**src/rtl/core/nst_pkg.sv**
```systemverilog
`timescale 1ns / 1ps
`default_nettype none
package nst_pkg;

    localparam int NAME_BYTES = 16;
    localparam int NAME_W     = 8 * NAME_BYTES;
    localparam int COUNT_W    = 16;

    localparam logic [1:0] FN_OPEN   = 2'd0;
    localparam logic [1:0] FN_WAIT   = 2'd1;
    localparam logic [1:0] FN_POST   = 2'd2;
    localparam logic [1:0] FN_UNLINK = 2'd3;

    localparam logic [2:0] ST_OK          = 3'd0;
    localparam logic [2:0] ST_NOT_FOUND   = 3'd1;
    localparam logic [2:0] ST_TABLE_FULL  = 3'd2;
    localparam logic [2:0] ST_QUEUE_FULL  = 3'd3;
    localparam logic [2:0] ST_QUEUE_EMPTY = 3'd4;
    localparam logic [2:0] ST_TOO_LONG    = 3'd5;

    localparam logic signed [COUNT_W-1:0] COUNT_MIN = 16'sh8000;
    localparam logic signed [COUNT_W-1:0] COUNT_MAX = 16'sh7FFF;

    typedef enum logic [2:0] {
        S_IDLE,
        S_SCAN,
        S_RD,
        S_EXEC,
        S_WAKE,
        S_DONE
    } state_t;

endpackage
`default_nettype wire

```
**src/rtl/core/nst_canon.sv**
```systemverilog
`timescale 1ns / 1ps
`default_nettype none
module nst_canon
    import nst_pkg::*;
(
    input  wire logic [63:0]       name_low,
    input  wire logic [63:0]       name_high,
    output logic      [NAME_W-1:0] name_canon,
    output logic                   too_long
);

    logic [NAME_W-1:0]     raw;
    logic [NAME_BYTES-1:0] zero;
    logic [NAME_BYTES-1:0] keep;

    assign raw = {name_high, name_low};

    // a byte survives only if no zero byte sits at or below it
    for (genvar g = 0; g < NAME_BYTES; g++)
    begin : g_byte
        assign zero[g] = (raw[8*g +: 8] == 8'd0);
        assign keep[g] = ~|zero[g:0];
        assign name_canon[8*g +: 8] = keep[g] ? raw[8*g +: 8] : 8'd0;
    end

    assign too_long = ~|zero;

endmodule
`default_nettype wire

```
**config.mk**
```make
export PLATFORM = sky130hd
export DESIGN_NAME = nst_canon
export DESIGN_NICKNAME = d
export VERILOG_FILES = /design/src/rtl/core/nst_pkg.sv /design/src/rtl/core/nst_canon.sv
export SDC_FILE = /design/constraint.sdc
export NUM_CORES = 1
export LEC_CHECK = 0
export BUFFER_PORTS_ARGS = -buffer_cell sky130_fd_sc_hd__buf_2
export CAP_MARGIN = 25
export CORE_AREA = 2 2 100 102
export DETAILED_ROUTE_END_ITERATION = 7
export DIE_AREA = 0 0 102 104
export PLACE_DENSITY = 0.54
export SYNTH_ARGS = -nofsm -noshare
export SYNTH_HDL_FRONTEND = slang
export SYNTH_SLANG_ARGS = --single-unit
```
**constraint.sdc**
```tcl
create_clock -name vclk -period 2.15
set_input_delay 0.43 -clock vclk [all_inputs]
set_output_delay 0.43 -clock vclk [all_outputs]
set_load 0.03 [all_outputs]
```
==> results.yml <==
logic_synthesis:
  ys.warnings.count: 0
  avgSynthCellArea_um2: 6.060
  synth_cell_type_count: 17
  syn-cell-area_um2: 1315
  yosysSeqAreaShare_pct: 0
  netlist_instances: 217
  postSynthNetCount: 345
layout:
  mostFrequentLayoutCell: "buf_2"
  diodes: 0
  finish.utilization_pct: 47.03
  clock_buffers: 0
  syn2layout_area_growth_pct: 241.5
  seq_cell_count: 0
  register_area_um2: 0
  num-fill-cells: 922
  mostFrequentLayoutCells: "buf_2 (154), buf_6 (85), buf_4 (55)"
  final_nets: 635
  drive_gt1_share_pct: 85.94
timing:
  setup_tns_ns: -16.41
  maxSlewViolCount: 0
  worst_pin_slew_ns: 0.5142
  rsz0062_at_grt: "true"
  hold_viol_final: 0
  relSlewSlack_pct: 65.40
  period_needed_ns: 2.425
  layout_setup_ws_ns: -0.2749
  finalSetupViolations: 89
  max_freq_mhz: 412.4
  fin_crit_sh_pct: 112.8
setup_path:
  crit_cells: 8
  critPathArrivalTime_ns: 1.99
  crit_top_cell: "buf_6"
  cp_max_fo: 8
  max_stage_delay_ns: 0.54
  end_kind: "output pin"
  timing.critical_path.buf_inv: 3
  crit_start: "name_high[11]"
  worst_ep_required_time_ns: 1.72
  crit_chain: "buf_6 > or4_4 > nor2_4 > a21oi_2 > and2_4 > clkbuf_16 > and3_4 > buf_6"
  crit_family: "simple AND/OR/NAND/NOR gates"
  critical_path_class: "input pin to output pin"
  crit_path_end: "name_canon[79]"
  slowest_stage: "or4_4"
  setup.worst_path.start_class: "input pin"
status:
  violations: "setup timing"
  status: "finished, violations left"
routing:
  ant_nets: 0
  dr.first_iter.drc_count: 58
  first_pass_iters: 4
  routed_wl_um: 10440
  post_drt_wl_per_cell_um: 16.36
  vias: 2861
  route.detailed.drc: 0
  via_per_inst: 4.484
clock_network:
  postCtsHoldBufs: 0
global_routing:
  grt_pass1_vias: 2883
  antenna_found_initial: 0
  grt_use_total_pct: 16.67
  grt_pass1_wl_um: 14390
  grt_max_degree: 26
  overflow: 0
run:
  drv_cap: 0
floorplan:
  core_region_area_um2: 9549
  num_io_pins: 257
  fp.dieW_um: 102
  die_h_um: 104
  initial_core_util_pct: 13.77
  rows: 36
  die-area_um2: 10610
pwr:
  powerDensity_nw_per_um2: 243.7
  ir_worst_vdd_uv: 144.0
  p_leak_nw: 2.265
placed_design:
  hpwl_um: 6869
  numPortBuffers: 257
  gp_congestion: 0.8138
min_path:
  hold_class: "input pin to output pin"
  hp-start: "name_low[1]"
## worst min-delay path by stage
stage | endpoint | slack [ns] | cells after the start
final | name_canon[1] | 1.15 | 2
after global routing | name_canon[4] | 1.16 | 2
after CTS | name_canon[2] | 1.15 | 2
after detailed placement | name_canon[1] | 1.15 | 2
after global placement | name_canon[4] | 1.15 | 2
after floorplan | name_canon[104] | 0.99 | 2
## cells by family after synthesis
family,synth area share (%)
buf+inv,14.65
compound gates,1.903
simple gates,83.44
## power breakdown
group	switching (mW)	internal, mW
combinational	0.567	0.527
sequential	0	0
clock	0	0
## cells in the mapped netlist (all sizes together)
cell type  count  area share, %
a21oi          5            1.9
and2          49             23
and3          34             17
and4          17             11
buf            8            4.9
clkbuf        18            5.1
inv           16            4.6
nand2          4            1.1
nand3          1           0.38
nand4          3            1.4
nor2           7            2.0
nor3          16            6.1
nor4          19            9.0
nor4b          8            5.3
or4           12            6.9
## metal layers
| metal | global-route usage [%] | share of wire (%) | wire length (µm) |
|---|---|---|---|
| met1 | 17.61 | 36 | 3771 |
| met2 | 35.48 | 57 | 5906 |
| met3 | 1.815 | 6.8 | 712 |
| met4 | 0.4762 | 0.49 | 51 |
| met5 | 0 | 0 | 0 |
## final cells by class
type	count	area (µm²)	share of cell area, %
Multi-Input combinational cell	182	1821	40.54
Tap cell	133	166.4	3.706
Timing Repair Buffer	307	2444	54.42
Inverter	16	60.06	1.337
## timing repair
action	CTS	global route
endpoints found under the setup margin	89	104
setup buffers	1	7
gates resized for setup	194	49
gates cloned	9	6
pin swaps	25	56
## through the flow
| stage | power (mW) | hold slack (ns) | instance area [µm²] | worst slack, ns | std cells |
|---|---|---|---|---|---|
| 4_1_cts | 1.040 | 1.150 | 4123 | -0.2787 | 625 |
| 5_1_grt | 1.149 | 1.155 | 4491 | -0.3076 | 638 |
| 6_report | 1.094 | 1.149 | 4491 | -0.2749 | 638 |
| 2_1_floorplan | 0.5416 | 0.9867 | 1742 | -0.1593 | 217 |
| 3_3_place_gp | 0.8650 | 1.148 | 3354 | -0.5261 | 615 |
| 3_5_place_dp | 0.8711 | 1.150 | 3354 | -0.4962 | 615 |
No activity file was read; power rests on OpenSTA's default activity.
