[src/rtl/core/nst_ram.sv]
`timescale 1ns / 1ps
`default_nettype none
module nst_ram #(
    parameter int WIDTH = 8,
    parameter int DEPTH = 16,
    localparam int AW = (DEPTH > 1) ? $clog2(DEPTH) : 1
) (
    input  wire logic             clk,
    input  wire logic             we,
    input  wire logic [AW-1:0]    waddr,
    input  wire logic [WIDTH-1:0] wdata,
    input  wire logic [AW-1:0]    raddr,
    output logic      [WIDTH-1:0] rdata
);

    logic [WIDTH-1:0] mem [DEPTH];

    always_ff @(posedge clk)
    begin
        if (we)
        begin
            mem[waddr] <= wdata;
        end
        rdata <= mem[raddr];
    end

endmodule
`default_nettype wire

[config.mk]
export PLATFORM = sky130hd
export DESIGN_NAME = nst_ram
export DESIGN_NICKNAME = d
export VERILOG_FILES = /design/src/rtl/core/nst_ram.sv
export SDC_FILE = /design/constraint.sdc
export NUM_CORES = 1
export LEC_CHECK = 0
export ABC_AREA = 0
export BUFFER_PORTS_ARGS = -buffer_cell sky130_fd_sc_hd__clkbuf_2
export CORE_MARGIN = 2
export CORE_UTILIZATION = 30
export CTS_CLUSTER_DIAMETER = 80
export CTS_CLUSTER_SIZE = 16
export DETAILED_ROUTE_END_ITERATION = 7
export GPL_TIMING_DRIVEN = 0
export SLEW_MARGIN = 20
export SYNTH_ARGS = -nofsm -noshare
export SYNTH_HDL_FRONTEND = slang
export SYNTH_SLANG_ARGS = --single-unit
[constraint.sdc]
create_clock -name clk -period 2.39 [get_ports clk]
set_input_delay 0.3585 -clock clk [delete_from_list [all_inputs] [get_ports clk]]
set_output_delay 0.3585 -clock clk [all_outputs]
set_load 0.01 [all_outputs]
==> results of run 1 <==
-- routing by layer --
layer / part of all wire / vias up / track usage
li1: - / 1064 / -
met3: 0.037 / 13 / 0.0293
met1: 0.47 / 1227 / 0.169
met5: 0 / - / 0
met2: 0.48 / 56 / 0.191
met4: 0.011 / 0 / 0.0451
-- layout make-up --
| cell class | count | share of cell area |
|---|---|---|
| tap | 220 | 0.0450 |
| timing repair buffer | 24 | 0.0196 |
| multi-input combinational | 83 | 0.176 |
| buffer | 10 | 0.0141 |
| clock buffer | 23 | 0.0748 |
| clock inverter | 9 | 0.0168 |
| sequential | 136 | 0.654 |
-- worst paths after layout --
kind              depth (start not counted)                start  slack [ns]             endpoint
setup / recovery                          3             waddr[2]        0.75  mem[1][2]$_DFFE_PP_
setup reg to reg                          3  mem[5][3]$_DFFE_PP_        1.01     rdata[3]$_DFF_P_
hold reg to reg                           3  mem[8][1]$_DFFE_PP_        0.68     rdata[1]$_DFF_P_
hold / removal                            1             wdata[1]        0.42  mem[4][1]$_DFFE_PP_
-- state kept, by name (all words and copies together) (netlist names) --
| signal | cells |
|---|---|
| mem | 128 |
| rdata | 8 |
-- cell families (layout without fill, tap and decap cells) --
| logic type | after synthesis | after routing | share of synthesized area |
|---|---|---|---|
| AO/OA/AOI/OAI | 16 | 16 | 0.0233 |
| AND/OR/NAND/NOR | 35 | 35 | 0.0318 |
| buffers and inverters | 10 | 66 | 0.0168 |
| flip-flops | 136 | 136 | 0.778 |
| multiplexers | 32 | 32 | 0.150 |
-- metrics by stage --
stage	std cells	util	setup slack, ns	setup TNS [ns]	instance area [sq um]
floorplan	229	-	0.539	0	5150
global placement	473	0.332	-0.0498	-0.395	5540
detailed placement	473	0.333	0.321	0	5560
CTS	505	0.367	0.746	0	6120
global route	505	0.367	0.640	0	6120
finish	505	0.367	0.752	0	6120
-- critical path, delay by kind of cell --
family | cells | cell delay (ns)
buffers and inverters | 1 | 0.10
AND/OR/NAND/NOR | 2 | 1.20
-- Yosys cell counts --
master,n
a22oi_1,16
and2_1,1
and2b_1,1
buf_2,3
buf_4,1
buf_6,3
clkdlybuf4s25_2,3
dfxtp_1,8
edfxtp_1,128
mux4_1,14
mux4_2,18
nand2_1,9
nand2b_1,2
nand3_1,1
nand3b_1,2
nor2_1,13
nor2b_1,1
nor3_1,4
or3b_2,1
-- power breakdown --
| part | internal (W) | switching (W) |
|---|---|---|
| logic | 0.000106 | 0.000156 |
| clock network | 0.00155 | 0.000900 |
| registers | 0.00267 | 0.0000125 |
| total | 0.00433 | 0.00107 |
-- cells in the final DEF, fill, tap and decap left out, drive strengths merged, types with 2 or more instances in the layout --
cell type      instances
nand2b                 2
buf                    7
nand3b                 2
edfxtp               128
clkinv                 5
mux4                  32
nor2                  13
clkinvlp               2
nand2                  9
a22oi                 16
clkbuf                47
nor3                   4
bufinv                 2
dfxtp                  8
clkdlybuf4s25          3
==> metrics.txt, run 1 <==
Hold Path Class=in -> reg; antenna violations before repair=0; initial core utilization=0.308; placer congestion estimate=around 0.67; dpl hpwl=~6600 um; Placeable Area=between 15000 and 20000 sq um; final setup fails=0; number of DRC markers in iteration 0=176; # clock sinks=136; Slowest-stage cell, CP=nor2_1; post-CTS setup buffer count=0; Die ar.=18200 sq um; Ys Warns=0; CTS clk-pin slew, worst paths=0.06 ns; Storage cell area=4000 sq um; post_cts resized=0; post-synthesis sequential area ratio=0.778; Die X=135 um; I/O pin count=26; Synth Net Count=247; Die H=135 um; clock latency on the worst-skew pair=0.41 ns; Worst-Margin Slew=0.824 ns; CTS tree=built; Ant. Diodes=0; fin. max-slew vios=0; Vias/cell=4.67; #FFs+latches synth=136; DRC errors left=0; GRT overflow=0; period utilization=0.685; CTS Buffer Depth=2; DR WL/cell=20.3 um; Post-Synthesis Cells=229; Yosys cell types=19; Post-Syn Area=5150 sq um; CP Max Fanout=8; vias in the first global route=2484; Multi-input gate area=1080 sq um; max-cap violation count=0; I/O Buffers=24; unrepaired setup endpoints after global routing=no; total CTS buffers=17; Detailed Routing Iterations Pass 1=4; Hold Slack=around 0.42 ns; worst rel slew slack=0.449; clock skew=approximately 0.0082 ns; crit start category=input pin; Critical Path AT=approximately 1.7 ns; first-pass GRT wire length=approximately 16000 um; share of post-route cells with drive strength above 1=0.291; Power per Cell Area=a little under 900 nW/um^2; final net count=290; routed vias=2360; Synth top area share=0.747; Fillers=1573; Total GRT Usage=0.123; root buf cell=clkbuf_16; Final Hold Viols=0; Max VDD drop=approximately 0.48 mV; CP endpoint kind=flip-flop; CP peak stage delay=about 0.65 ns; syn avg cell area=22.5 sq um; fmax=0.610 GHz; CTS Hold Buffers Added=0; H-tree Lvls=4; fin crit period=~1.6 ns; largest net degree at the start of global routing=17; area leader, netlist=edfxtp_1; worst setup path class=in -> reg; Final ANT Viol Nets=0; Routed WL=10300 um; Layout area overhead=19.0%; Leakage=slightly above 2 nW; status=finished clean; overall power=0.00540 W; CP cell instances=clkbuf_2 -> or3b_2 -> nor2_1; row cnt=47; CP required=2.42 ns; largest cells by area after synthesis=edfxtp_1 75%, mux4_2 7.9%, mux4_1 7.1%, dfxtp_1 3.1%, a22oi_1 2.3%
Note: power is estimated with default switching activity, not from simulation.
==> inputs of run 2 (changes only) <==
==> constraint.sdc (replaced) <==
create_clock -name clk -period 1.7 [get_ports clk]
set_input_delay 0.255 -clock clk [delete_from_list [all_inputs] [get_ports clk]]
set_output_delay 0.255 -clock clk [all_outputs]
set_load 0.01 [all_outputs]
==> metrics.txt, run 2 (synthesis results as in run 1) <==
crit start category=input pin (unchanged); Flop pwr share=0.488 (was 0.497); first-pass GRT wire length=15100 um (was 15600 um); # clock sinks=136 (unchanged); Hold Path Class=in -> reg (unchanged); Placeable Area=16700 sq um (unchanged); max-cap violation count=0 (unchanged); CP peak stage delay=0.65 ns (about the same); clock network power share=0.465 (was 0.455); Net Sw Frac=0.200 (was 0.198); post-CTS setup buffer count=0 (unchanged); I/O pin count=26 (unchanged); Layout area overhead=19.5% (was 19.0%); Final ANT Viol Nets=0 (unchanged); Max VDD drop=0.664 mV (was 0.482 mV); GR Layer Usage met3=0.0368 (was 0.0293); status=finished clean (unchanged); final net count=290 (unchanged); largest net degree at the start of global routing=17 (unchanged); initial core utilization=0.308 (unchanged); antenna violations before repair=0 (unchanged); Total GRT Usage=0.119 (was 0.123); Hold Path Stages=1 (unchanged); vias in the first global route=2396 (was 2484); number of DRC markers in iteration 0=115 (was 176); Critical Path AT=1.55 ns (was 1.67 ns); CP Max Fanout=8 (unchanged); most frequent cells in the layout=128 x edfxtp_1, 24 x clkbuf_2, 18 x mux4_2 (unchanged); Final Hold Viols=0 (unchanged); CTS clk-pin slew, worst paths=0.06 ns (about the same); share of post-route cells with drive strength above 1=0.298 (was 0.291); Worst R2R Path Depth=3 (unchanged); post_cts resized=0 (unchanged); I/O Buffers=24 (unchanged); Layout Utilization=0.368 (was 0.367); Leakage=2.02 nW (about the same); Detailed Routing Iterations Pass 1=5 (was 4); dpl hpwl=6480 um (was 6570 um); Worst-Margin Slew=0.815 ns (was 0.824 ns); Top Usage Layer GRT=met2 (unchanged); internal power=0.00618 W (was 0.00433 W); M2 GR Usage=0.182 (was 0.191); DR WL/cell=20.1 um (was 20.3 um); Largest regs=mem x128, rdata x8 (unchanged); root buf cell=clkbuf_16 (unchanged); CP endpoint kind=flip-flop (unchanged); fin. max-slew vios=0 (unchanged); CP cell instances=clkbuf_2 -> or3b_2 -> nor2_1 (unchanged); CTS Buffer Depth=2 (unchanged); CP required=1.73 ns (was 2.42 ns); reg2reg setup slack=0.32 ns (was 1.01 ns); CTS Hold Buffers Added=0 (unchanged); Ant. Diodes=0 (unchanged); Routed WL=10100 um (was 10300 um); Hold Slack=0.319 ns (was 0.422 ns); Power per Cell Area=1260 nW/um^2 (was 881 nW/um^2); Comb pwr share=0.048 (was 0.049); fin crit period=1.53 ns; final setup fails=0 (unchanged); H-tree Lvls=4 (unchanged); met1 GRT Util=0.164 (was 0.169); DRC errors left=0 (unchanged); worst setup path class=in -> reg (unchanged); Die H=135 um (unchanged); row cnt=47 (unchanged); number of flip-flops in the largest register=128 (unchanged); total CTS buffers=17 (unchanged); worst rel slew slack=0.455 (was 0.449); Vias/cell=4.66 (was 4.67); placer congestion estimate=0.697 (was 0.671); period utilization=0.897; Slowest-stage cell, CP=nor2_1 (unchanged); Die X=135 um (unchanged); unrepaired setup endpoints after global routing=no (unchanged); NetSw=0.00154 W (was 0.00107 W); Die ar.=18200 sq um (unchanged); Post-Place Cell Area=5560 sq um (unchanged); most flop-heavy register=mem (unchanged); fmax=0.656 GHz; Final Instance Area=6150 sq um (was 6120 sq um); GRT overflow=0 (unchanged); CTS tree=built (unchanged); commonest non-fill, non-tap cell in the layout=edfxtp_1 (unchanged); routed vias=2354 (was 2360); clock skew=0.00663 ns (was 0.00821 ns); clock latency on the worst-skew pair=0.41 ns (about the same)
run 2: power by group through the flow:
stage                     clock (W)  combinational [W]  sequential [W]
after detailed placement          0           0.000376         0.00384
after global routing        0.00379           0.000401         0.00377
after global placement            0           0.000365         0.00383
after CTS                   0.00366           0.000376         0.00377
after floorplan                   0           0.000191         0.00384
final                       0.00359           0.000368         0.00377
run 2: cell type report:
| class | count | area [sq um] |
|---|---|---|
| multi-input combinational | 83 | 1080 |
| buffer | 10 | 86.3 |
| clock inverter | 14 | 158 |
| timing repair buffer | 24 | 120 |
| fill | 1559 | 10600 |
| tap | 220 | 275 |
| sequential | 136 | 4000 |
| clock buffer | 18 | 429 |
run 2: path summary, 6_finish.rpt:
path,startpoint,to
setup / recovery,waddr[2],mem[3][6]$_DFFE_PP_
hold / removal,wdata[5],mem[6][5]$_DFFE_PP_
setup reg to reg,mem[5][2]$_DFFE_PP_,rdata[2]$_DFF_P_
hold reg to reg,mem[3][3]$_DFFE_PP_,rdata[3]$_DFF_P_
run 2: critical path: cells and delay by family:
kind          cells  cell delay, ns
buf+inv           1            0.10
simple gates      2            1.19
run 2: through the flow:
step                      cells  setup WS [ns]  setup TNS (ns)  power [W]
after CTS                   505          0.164               0    0.00780
after global routing        505          0.110               0    0.00796
final                       505          0.175               0    0.00772
after floorplan             229          0.179               0    0.00404
after global placement      473         -0.376          -14.30    0.00420
after detailed placement    473         -0.268           -8.60    0.00421
run 2: metal layers:
metal	up-vias	wire length, um
met5	-	0
met4	0	100
met3	7	361
met2	50	4870
met1	1240	4800
li1	1057	-
==> inputs of run 3 (changes only) <==
--- a/config.mk
+++ b/config.mk
@@ -6,8 +6,7 @@
 export NUM_CORES = 1
 export LEC_CHECK = 0
 export ABC_AREA = 0
-export BUFFER_PORTS_ARGS = -buffer_cell sky130_fd_sc_hd__clkbuf_2
-export CORE_MARGIN = 2
+export BUFFER_PORTS_ARGS = -buffer_cell sky130_fd_sc_hd__buf_2
 export CORE_UTILIZATION = 30
 export CTS_CLUSTER_DIAMETER = 80
 export CTS_CLUSTER_SIZE = 16
==> metrics.txt, run 3 (synthesis results as in run 1) <==
Final Hold Viols=0 (unchanged); Vias/cell=4.81 (was 4.66); Layout area overhead=19.8% (was 19.5%); dpl hpwl=6540 um (was 6480 um); final setup fails=0 (unchanged); worst setup path class=reg -> reg (was in -> reg); most flop-heavy register=mem (unchanged); row cnt=47 (unchanged); DR WL/cell=20.1 um (about the same); CTS Hold Buffers Added=0 (unchanged); Die H=133 um (was 135 um); Power per Cell Area=1270 nW/um^2 (was 1260 nW/um^2); reg2reg setup slack=0.13 ns (was 0.32 ns); vias in the first global route=2520 (was 2396); # clock sinks=136 (unchanged); clock latency on the worst-skew pair=0.42 ns (was 0.41 ns); Post-Place Cell Area=5560 sq um (unchanged); post-CTS setup buffer count=0 (unchanged); commonest non-fill, non-tap cell in the layout=edfxtp_1 (unchanged); Placeable Area=16600 sq um (was 16700 sq um); I/O pin count=26 (unchanged); most frequent cells in the layout=128 x edfxtp_1, 27 x buf_2, 18 x mux4_2 (was 128 x edfxtp_1, 24 x clkbuf_2, 18 x mux4_2); max-cap violation count=0 (unchanged); number of flip-flops in the largest register=128 (unchanged); Leakage=2.03 nW (was 2.02 nW); CP required=1.97 ns (was 1.73 ns); DRC errors left=0 (unchanged); final net count=290 (unchanged); H-tree Lvls=4 (unchanged); I/O Buffers=24 (unchanged); status=finished clean (unchanged); clock skew=0.0104 ns (was 0.00663 ns); post_cts resized=0 (unchanged); GR Layer Usage met3=0.0563 (was 0.0368); worst rel slew slack=0.433 (was 0.455); Max VDD drop=0.677 mV (was 0.664 mV); CP Max Fanout=1 (was 8); first-pass GRT wire length=15000 um (was 15100 um); share of post-route cells with drive strength above 1=0.305 (was 0.298); CP endpoint kind=flip-flop (unchanged); placer congestion estimate=0.782 (was 0.697); CTS Buffer Depth=2 (unchanged); largest net degree at the start of global routing=17 (unchanged); Final Instance Area=6170 sq um (was 6150 sq um); Hold Path Class=in -> reg (unchanged); Die ar.=17700 sq um (was 18200 sq um); Final ANT Viol Nets=0 (unchanged); met1 GRT Util=0.158 (was 0.164); number of DRC markers in iteration 0=163 (was 115); Largest regs=mem x128, rdata x8 (unchanged); Critical Path AT=1.84 ns (was 1.55 ns); fmax=0.639 GHz (was 0.656 GHz); Ant. Diodes=0 (unchanged); initial core utilization=0.309 (was 0.308); fin. max-slew vios=0 (unchanged); fin crit period=1.57 ns (was 1.53 ns); CTS clk-pin slew, worst paths=0.06 ns (about the same); M2 GR Usage=0.184 (was 0.182); Detailed Routing Iterations Pass 1=5 (unchanged); unrepaired setup endpoints after global routing=no (unchanged); crit start category=flip-flop (was input pin); CTS tree=built (unchanged); Top Usage Layer GRT=met2 (unchanged); routed vias=2429 (was 2354); Fillers=1485 (was 1559); Routed WL=10100 um (about the same); Total GRT Usage=0.123 (was 0.119); root buf cell=clkbuf_16 (unchanged); total CTS buffers=17 (unchanged); GRT overflow=0 (unchanged); Worst-Margin Slew=0.848 ns (was 0.815 ns); period utilization=0.921 (was 0.897); Hold Slack=0.241 ns (was 0.319 ns); Die X=133 um (was 135 um); antenna violations before repair=0 (unchanged)
-- run 3: cell count changes in the layout (fill, tap and decap cells not counted), sizes merged --
cell | before | now
buf | 7 | 31
clkbuf | 42 | 19
clkinv | 6 | 5
clkinvlp | 5 | 2
inv | 0 | 3
-- run 3: layer usage --
metal / vias to the layer above / share of wire
met4: 0 / 0.013
met3: 9 / 0.077
met1: 1273 / 0.44
li1: 1058 / -
met5: - / 0
met2: 89 / 0.47
-- run 3: cell type report --
cell class	count	area [sq um]	share of cell area
buffer	10	86.3	0.0140
clock buffer	19	433	0.0702
clock inverter	13	171	0.0278
multi-input combinational	83	1080	0.175
sequential	136	4000	0.649
tap	220	275	0.0446
timing repair buffer	24	120	0.0195
-- run 3: path summary, 6_finish.rpt --
kind | start | end | cells past startpoint
max | mem[1][2]$_DFFE_PP_ | rdata[2]$_DFF_P_ | 3
max reg2reg | mem[1][2]$_DFFE_PP_ | rdata[2]$_DFF_P_ | 3
min reg2reg | mem[14][1]$_DFFE_PP_ | rdata[1]$_DFF_P_ | 3
min | wdata[6] | mem[7][6]$_DFFE_PP_ | 1
-- run 3: per-stage QoR --
step	worst slack, ns	std cells	TNS, ns	total power, W	util
after floorplan	0.179	229	0	0.00404	-
after global placement	-0.340	473	-15.23	0.00420	0.333
after detailed placement	-0.269	473	-8.41	0.00421	0.334
after CTS	0.147	505	0	0.00791	0.371
after global routing	0.101	505	0	0.00809	0.371
final	0.135	505	0	0.00785	0.371
-- run 3: worst max-delay path, cell delays in order, from the launching register on --
cell and delay (ns):
edfxtp_1 0.37, mux4_1 0.55, a22oi_1 0.37, nand2_1 0.13
-- run 3: power by group --
group,internal (W),switching (W)
combinational,0.000149,0.000226
clock,0.00232,0.00138
sequential,0.00375,0.0000155
total,0.00622,0.00162
